## config.mk

```make
export PLATFORM = sky130hd
export DESIGN_NAME = double_ended_queue
export DESIGN_NICKNAME = d
export VERILOG_FILES = /design/src/hdl/deque_pkg.sv /design/src/hdl/deque_ram.sv /design/src/hdl/deque_ctrl.sv /design/src/hdl/deque_dpath.sv /design/src/hdl/double_ended_queue.sv
export SDC_FILE = /design/constraint.sdc
export NUM_CORES = 1
export LEC_CHECK = 0
export BUFFER_PORTS_ARGS = -buffer_cell sky130_fd_sc_hd__buf_2
export CORE_UTILIZATION = 35
export CTS_CLUSTER_SIZE = 16
export DETAILED_ROUTE_END_ITERATION = 10
export PLACE_DENSITY = 0.61
export SYNTH_ARGS = -nofsm -noshare
export SYNTH_HDL_FRONTEND = slang
export SYNTH_SLANG_ARGS = --single-unit
```

## constraint.sdc

```tcl
create_clock -name clk -period 4.5 [get_ports clk]
set_input_delay 0.225 -clock clk [delete_from_list [all_inputs] [get_ports clk]]
set_output_delay 0.225 -clock clk [all_outputs]
set_load 0.1 [all_outputs]
```

## src/hdl/deque_pkg.sv

```systemverilog
`timescale 1ns / 1ps
package deque_pkg;

  // Fixed field widths
  localparam int DATA_W   = 32;
  localparam int KIND_W   = 3;
  localparam int STATUS_W = 2;

  // Default number of stored words
  localparam int DQ_DEPTH = 16;

  // Operation codes carried in kind
  typedef enum logic [KIND_W-1:0] {
    K_PUSH_FRONT = 3'd0,
    K_PUSH_REAR  = 3'd1,
    K_POP_FRONT  = 3'd2,
    K_POP_REAR   = 3'd3,
    K_DUMP       = 3'd4
  } kind_t;

  // Result status codes
  typedef enum logic [STATUS_W-1:0] {
    ST_OK    = 2'd0,
    ST_EMPTY = 2'd1,
    ST_FULL  = 2'd2
  } status_t;

  // Controller states
  typedef enum logic {
    S_IDLE,
    S_READ
  } state_t;

  // Commands from controller to datapath
  typedef struct packed {
    logic    push_front;
    logic    push_rear;
    logic    pop_front;
    logic    pop_rear;
    logic    dump;
    logic    load_imm;
    status_t imm_status;
    logic    load_rd;
  } dq_cmd_t;

  // Status from datapath to controller
  typedef struct packed {
    logic full;
    logic empty;
    logic rem_last;
    logic out_free;
  } dq_stat_t;

endpackage

```

## src/hdl/deque_ram.sv

```systemverilog
`timescale 1ns / 1ps
module deque_ram #(
  parameter int WIDTH = 32,
  parameter int DEPTH = 16
) (
  input  logic                     clk,
  input  logic                     we,
  input  logic [$clog2(DEPTH)-1:0] waddr,
  input  logic [WIDTH-1:0]         wdata,
  input  logic [$clog2(DEPTH)-1:0] raddr,
  output logic [WIDTH-1:0]         rdata
);

  logic [WIDTH-1:0] mem [DEPTH];

  // One write port, one registered read port
  always_ff @(posedge clk) begin
    if (we) begin
      mem[waddr] <= wdata;
    end
    rdata <= mem[raddr];
  end

endmodule

```

## src/hdl/deque_ctrl.sv

```systemverilog
`timescale 1ns / 1ps
module deque_ctrl (
  input  logic                         clk,
  input  logic                         rst,
  input  logic                         in_valid,
  output logic                         in_stall,
  input  logic [deque_pkg::KIND_W-1:0] kind,
  input  deque_pkg::dq_stat_t          stat,
  output deque_pkg::dq_cmd_t           cmd
);

  import deque_pkg::*;

  state_t state;
  state_t state_next;
  logic   accept;

  // New item only when idle and the output register can take a result
  assign in_stall = !((state == S_IDLE) && stat.out_free);
  assign accept   = in_valid && !in_stall;

  always_ff @(posedge clk) begin
    if (rst) begin
      state <= S_IDLE;
    end else begin
      state <= state_next;
    end
  end

  // Next state
  always_comb begin
    state_next = state;
    case (state)
      S_IDLE: begin
        if (accept) begin
          case (kind)
            K_POP_FRONT, K_POP_REAR, K_DUMP: begin
              if (!stat.empty) begin
                state_next = S_READ;
              end
            end
            default: state_next = S_IDLE;
          endcase
        end
      end
      S_READ: begin
        if (stat.out_free && stat.rem_last) begin
          state_next = S_IDLE;
        end
      end
      default: state_next = S_IDLE;
    endcase
  end

  // Commands
  always_comb begin
    cmd            = '0;
    cmd.imm_status = ST_OK;
    case (state)
      S_IDLE: begin
        if (accept) begin
          case (kind)
            K_PUSH_FRONT, K_PUSH_REAR: begin
              cmd.load_imm = 1'b1;
              if (stat.full) begin
                cmd.imm_status = ST_FULL;
              end else begin
                cmd.push_front = (kind == K_PUSH_FRONT);
                cmd.push_rear  = (kind == K_PUSH_REAR);
              end
            end
            K_POP_FRONT, K_POP_REAR: begin
              if (stat.empty) begin
                cmd.load_imm   = 1'b1;
                cmd.imm_status = ST_EMPTY;
              end else begin
                cmd.pop_front = (kind == K_POP_FRONT);
                cmd.pop_rear  = (kind == K_POP_REAR);
              end
            end
            K_DUMP: begin
              if (stat.empty) begin
                cmd.load_imm   = 1'b1;
                cmd.imm_status = ST_EMPTY;
              end else begin
                cmd.dump = 1'b1;
              end
            end
            default: ;  // unused codes: dropped, no result
          endcase
        end
      end
      S_READ: begin
        cmd.load_rd = stat.out_free;
      end
      default: cmd.load_rd = 1'b0;
    endcase
  end

endmodule

```

## src/hdl/deque_dpath.sv

```systemverilog
`timescale 1ns / 1ps
module deque_dpath #(
  parameter int DEPTH = deque_pkg::DQ_DEPTH
) (
  input  logic                                  clk,
  input  logic                                  rst,
  input  logic signed [deque_pkg::DATA_W-1:0]   value,
  input  deque_pkg::dq_cmd_t                    cmd,
  output deque_pkg::dq_stat_t                   stat,
  output logic                                  out_valid,
  input  logic                                  out_stall,
  output logic        [deque_pkg::STATUS_W-1:0] status,
  output logic signed [deque_pkg::DATA_W-1:0]   data,
  output logic                                  last
);

  import deque_pkg::*;

  localparam int IDX_W = (DEPTH > 1) ? $clog2(DEPTH) : 1;
  localparam int CNT_W = $clog2(DEPTH + 1);
  localparam int SUM_W = CNT_W + 1;

  logic [IDX_W-1:0]  head;
  logic [IDX_W-1:0]  head_next;
  logic [CNT_W-1:0]  count;
  logic [CNT_W-1:0]  count_next;
  logic [IDX_W-1:0]  rptr;
  logic [IDX_W-1:0]  rptr_next;
  logic [CNT_W-1:0]  rem;
  logic [CNT_W-1:0]  rem_next;

  logic [IDX_W-1:0]  head_dec;
  logic [IDX_W-1:0]  head_inc;
  logic [IDX_W-1:0]  rptr_inc;
  logic [SUM_W-1:0]  tail_sum;
  logic [SUM_W-1:0]  rear_sum;
  logic [IDX_W-1:0]  tail_idx;
  logic [IDX_W-1:0]  rear_idx;

  logic              we;
  logic [IDX_W-1:0]  waddr;
  logic [DATA_W-1:0] rdata;

  // Ring index arithmetic
  assign head_dec = (head == '0) ? IDX_W'(DEPTH - 1) : head - IDX_W'(1);
  assign head_inc = (head == IDX_W'(DEPTH - 1)) ? '0 : head + IDX_W'(1);
  assign rptr_inc = (rptr == IDX_W'(DEPTH - 1)) ? '0 : rptr + IDX_W'(1);

  // Slot after the rear word, and the rear word itself
  assign tail_sum = SUM_W'(head) + SUM_W'(count);
  assign rear_sum = tail_sum - SUM_W'(1);
  assign tail_idx = (tail_sum >= SUM_W'(DEPTH)) ? IDX_W'(tail_sum - SUM_W'(DEPTH))
                                                : IDX_W'(tail_sum);
  assign rear_idx = (rear_sum >= SUM_W'(DEPTH)) ? IDX_W'(rear_sum - SUM_W'(DEPTH))
                                                : IDX_W'(rear_sum);

  // Status to controller
  assign stat.full     = (count == CNT_W'(DEPTH));
  assign stat.empty    = (count == '0);
  assign stat.rem_last = (rem == CNT_W'(1));
  assign stat.out_free = !out_valid || !out_stall;

  // Pointer and counter updates
  always_comb begin
    head_next  = head;
    count_next = count;
    rptr_next  = rptr;
    rem_next   = rem;
    we         = 1'b0;
    waddr      = tail_idx;
    if (cmd.push_front) begin
      we         = 1'b1;
      waddr      = head_dec;
      head_next  = head_dec;
      count_next = count + CNT_W'(1);
    end
    if (cmd.push_rear) begin
      we         = 1'b1;
      waddr      = tail_idx;
      count_next = count + CNT_W'(1);
    end
    if (cmd.pop_front) begin
      rptr_next  = head;
      rem_next   = CNT_W'(1);
      head_next  = head_inc;
      count_next = count - CNT_W'(1);
    end
    if (cmd.pop_rear) begin
      rptr_next  = rear_idx;
      rem_next   = CNT_W'(1);
      count_next = count - CNT_W'(1);
    end
    if (cmd.dump) begin
      rptr_next = head;
      rem_next  = count;
    end
    if (cmd.load_rd) begin
      rptr_next = rptr_inc;
      rem_next  = rem - CNT_W'(1);
    end
  end

  always_ff @(posedge clk) begin
    if (rst) begin
      head  <= '0;
      count <= '0;
      rem   <= '0;
    end else begin
      head  <= head_next;
      count <= count_next;
      rem   <= rem_next;
    end
    rptr <= rptr_next;
  end

  // Word store; read address follows rptr_next so rdata matches rptr
  deque_ram #(
    .WIDTH (DATA_W),
    .DEPTH (DEPTH)
  ) u_ram (
    .clk   (clk),
    .we    (we),
    .waddr (waddr),
    .wdata (value),
    .raddr (rptr_next),
    .rdata (rdata)
  );

  // Output register
  always_ff @(posedge clk) begin
    if (rst) begin
      out_valid <= 1'b0;
    end else if (cmd.load_imm || cmd.load_rd) begin
      out_valid <= 1'b1;
    end else if (!out_stall) begin
      out_valid <= 1'b0;
    end
  end

  always_ff @(posedge clk) begin
    if (cmd.load_imm) begin
      status <= cmd.imm_status;
      data   <= '0;
      last   <= 1'b1;
    end else if (cmd.load_rd) begin
      status <= ST_OK;
      data   <= rdata;
      last   <= stat.rem_last;
    end
  end

endmodule

```

## src/hdl/double_ended_queue.sv

```systemverilog
`timescale 1ns / 1ps
// Channel  Handshake            Fields
// in       in_valid / in_stall  kind[2:0], value[31:0] signed
// out      out_valid / out_stall status[1:0], data[31:0] signed, last
//
// Push, and any item answered at once (full or empty): result registered as the
// item is accepted. Pop: the registered read of the word store, then the output
// register. Dump: the first read as for a pop, then one word per cycle.
// An item is taken when the controller is idle and the output register is free
// or being emptied; out_stall holds the current result and pauses a dump.
// Reset clears head, count and the controller; the word store is not cleared.
module double_ended_queue #(
  parameter int DEPTH = deque_pkg::DQ_DEPTH
) (
  input  logic                                  clk,
  input  logic                                  rst,
  input  logic                                  in_valid,
  output logic                                  in_stall,
  input  logic        [deque_pkg::KIND_W-1:0]   kind,
  input  logic signed [deque_pkg::DATA_W-1:0]   value,
  output logic                                  out_valid,
  input  logic                                  out_stall,
  output logic        [deque_pkg::STATUS_W-1:0] status,
  output logic signed [deque_pkg::DATA_W-1:0]   data,
  output logic                                  last
);

  import deque_pkg::*;

  dq_cmd_t  cmd;
  dq_stat_t stat;

  deque_ctrl u_ctrl (
    .clk      (clk),
    .rst      (rst),
    .in_valid (in_valid),
    .in_stall (in_stall),
    .kind     (kind),
    .stat     (stat),
    .cmd      (cmd)
  );

  deque_dpath #(
    .DEPTH (DEPTH)
  ) u_dpath (
    .clk       (clk),
    .rst       (rst),
    .value     (value),
    .cmd       (cmd),
    .stat      (stat),
    .out_valid (out_valid),
    .out_stall (out_stall),
    .status    (status),
    .data      (data),
    .last      (last)
  );

endmodule
```

==> metrics.md <==
| Metric | Value |
|---|---|
| Die height | `260.6 um` |
| Synth area leader | `edfxtp_1` |
| Clk buf depth | `3` |
| Fin cells | `around 2,900` |
| Post-Syn Instances | `around 1,900` |
| Buf+Inv Stages, Crit Path | `1` |
| Setup Fix Bufs, Post-CTS | `0` |
| CP max stage cell | `nor2_4` |
| Vias | `15,070` |
| Most common flop cell mapped by yosys | `edfxtp_1` |
| Delay-heaviest family, CP | `simple AND/OR/NAND/NOR gates` |
| Failing checks | `design-rule violations` |
| DRC violations left | `26` |
| Final hold violations | `0` |
| Die Area | `67,900 um2` |
| Warnings from Yosys | `0` |
| Clock power frac | `32.9%` |
| Comb pwr share | `27.4%` |
| Sequential fraction of the synthesis area | `around three quarters` |
| Pre-Repair DR Iteration Count | `8` |
| Endpoint class of the critical path | `flop` |
| Top cell type's share of synthesized area | `65.95%` |
| EDFF count, synth | `about 510` |
| Later-pin clock latency in the skew report | `0.63 ns` |
| Slew at the pin closest to its max-slew limit | `0.9044 ns` |
| Max transition margin | `39.71%` |
| Critical path required time | `4.81 ns` |
| Row Count | `94` |
| Root Buffer | `clkbuf_16` |
| Top post-synthesis cells by area | `edfxtp_1, nand2_1, dfxtp_1` |
| Pwr/cell area | `slightly below 600 nW/um2` |
| Simple-gate area share of the yosys netlist | `18.00%` |
| Avg Cell Area, Syn | `12.35 um2` |
| Fillcell total | `6,045` |
| CP cell instances | `nor2b_1 -> and3_1 -> nand2_1 -> nor2_1 -> o211ai_1 -> o21ai_0 -> nand2b_1 -> nor2_4 -> buf_4` |
| Clock sink count | `599` |
| Setup TNS | `0 ns` |
| Crit path DAT | `around 4.2 ns` |
| Met1 usage | `23.37%` |
| CP Launch Type | `flop` |
| Final Max Tran Viols | `0` |
| Sw Share | `between 30 and 40%` |
| Placed Instances | `2,770` |
| Setup Skew | `~0.025 ns` |
| Critical path class | `reg -> reg` |
| Hold-fix buffers, CTS | `33` |
| Routed len/inst | `20.06 um` |
| Synth Area in Compound Gates | `4.298%` |
| Placer Congestion | `0.7894` |
| GR peak layer | `met2` |
| Post-Synth Adder-Cell Area | `less than 1%` |
| Top Ports | `76` |
| Max Clk Rate | `0.2573 GHz` |
| Nets | `2,053` |
| Distinct cell type count after synthesis | `57` |
| Mapped Area | `23,400 um2` |
| First-pass GRT wire length | `89,180 um` |
| Post-CTS resize count | `0` |
| Die extent in x | `260.6 um` |
| Ys async rst share | `0%` |
| Post-Syn Nets | `~2,000` |
| Met3 Track Usage GR | `2.584%` |
| Mux cell area share after synthesis | `0.3422%` |
| Met2 Resource Use GR | `around 29%` |
| Starting Density | `35.47%` |
| Worst-path clk slew | `roughly 0.06 ns` |
| Dpl hpwl | `32,190 um` |
| Congestion Overflow GR | `0` |
| Worst Path Max Fanout | `17` |
| Max Cap Viol | `0` |
| Status | `finished with violations` |
| Post-Synth XOR/XNOR Area | `less than 1%` |
| Biggest cell delay along the critical path | `0.77 ns` |
| Final wirelength | `roughly 59,000 um` |
| Core Box Area | `65,980 um2` |
| Internal Power | `around 11 mW` |
| DRT iter0 DRCs | `1,473` |
| I/O Buffers | `75` |
| NetSw | `roughly 5.4 mW` |
| GRT Overall Usage | `17.27%` |
| Layout cells sized above 1 | `a little under an eighth` |
| Largest net degree at the start of global routing | `121` |
| Synthesis-stage register bit count | `599` |
| Hold WS | `0.02419 ns` |
| Mean number of vias per cell | `5.167` |
| CTS tree | `yes` |
| Remaining antenna violation count | `0` |
| Final worst-path cycle share | `86.37%` |
| Reg power frac | `39.7%` |
| Area Growth Syn to Fin | `16.54%` |
| Leakage power | `9.521 nW` |
| Min-Delay Path Class | `in -> reg` |
| Antenna violations before repair | `1` |
| Worst ir drop on vdd | `between 0.3 and 0.4 mV` |
| Vias in the first global route | `14,860` |
| Final Setup Violations | `0` |
| Final min period | `3.886 ns` |
| Area of the multi-input gates | `between 5000 and 6000 um2` |
| Main combinational cell family by area after synthesis | `simple AND/OR/NAND/NOR gates` |
| Register area | `17,140 um2` |
| H-tree depth | `2` |
| TritonCTS Buffers | `59` |
| RSZ-0062 raised after global routing | `no` |
## Yosys cell counts (7+ instances only)
library cell / instances
nor2_1: 48
buf_6: 12
inv_1: 11
buf_4: 18
edfxtp_1: 514
o22ai_1: 28
nand3_1: 275
a21oi_1: 79
mux2i_1: 8
clkbuf_1: 33
dfxtp_1: 85
nor3_1: 7
ha_1: 13
nand2_1: 587
buf_2: 44
a32oi_1: 8
o21ai_0: 10
nand4_1: 29
## cell families after synthesis
logic type	count (synthesis)
xor+xnor	11
flops	599
simple gates	978
fa+ha+maj	14
mux	8
buf+inv	123
compound gates	162
## flip-flops by register name, summed over array words and instances (netlist names), 2 cells and up
| register | flops |
|---|---|
| u_dpath.u_ram.mem | 512 |
| u_dpath.u_ram.rdata | 32 |
| u_dpath.head | 4 |
| u_dpath.data | 32 |
| u_dpath.status | 2 |
| u_dpath.rptr | 4 |
| u_dpath.rem | 5 |
| u_dpath.count | 5 |
## layout make-up
class / instances / area share, %
Antenna cell: 2 / 0.01835
Clock buffer: 80 / 6.005
Clock inverter: 32 / 1.766
Inverter: 14 / 0.2202
Multi-Input combinational cell: 1173 / 21.01
Sequential cell: 599 / 62.83
Tap cell: 864 / 3.963
Timing Repair Buffer: 153 / 4.193
## cell usage in the layout, fill, tap and decap left out, types with 7 or more instances in the layout
master         count
o22ai_1           28
ha_1              13
nand2_1          587
buf_2             75
bufinv_16         12
nor2_1            32
inv_1             11
mux2i_1            8
nor3_1             7
edfxtp_1         514
dfxtp_1           85
a21oi_1           79
buf_4             37
clkbuf_1          15
dlygate4sd3_1     33
nand3_1          275
clkbuf_16         61
clkinv_2           8
o21ai_0           10
nor2_4            20
a32oi_1            8
buf_12             8
nand4_1           29
## layer usage
layer / vias to the layer above / wire (um)
met4: 0 / 1386
met5: - / 0
met3: 105 / 3635
met2: 495 / 28060
met1: 7466 / 25450
li1: 7005 / -
## worst paths after layout
kind | start | to | slack [ns] | cells after the start
worst max-delay path | u_ctrl.state | u_dpath.u_ram.mem[0][22] | 0.61 | 9
worst min-delay path | value[8] | u_dpath.u_ram.mem[8][8] | 0.02 | 1
worst max register to register | u_ctrl.state | u_dpath.u_ram.mem[0][22] | 0.61 | 9
worst min register to register | u_dpath.u_ram.rdata[13] | u_dpath.data[13] | 0.43 | 2
## power groups by stage
| stage | logic, mW | clock network (mW) | registers, mW |
|---|---|---|---|
| after CTS | 4.48 | 5.43 | 6.45 |
| after detailed placement | 4.44 | 0 | 6.57 |
| final | 4.46 | 5.35 | 6.44 |
| after global placement | 4.38 | 0 | 6.57 |
| after global routing | 4.91 | 5.63 | 6.46 |
| after floorplan | 3.06 | 0 | 6.78 |
## per-stage QoR
stage	setup WS [ns]	util (%)	total power, mW	area, um2
2_1_floorplan	0.2540	-	9.836	23400
5_1_grt	0.3921	41.33	17.00	27270
3_5_place_dp	0.6424	37.62	11.00	24820
4_1_cts	0.6180	41.33	16.35	27270
6_report	0.6135	41.34	16.24	27270
3_3_place_gp	0.7928	37.62	10.95	24820
No activity file was read; power rests on OpenSTA's default activity.
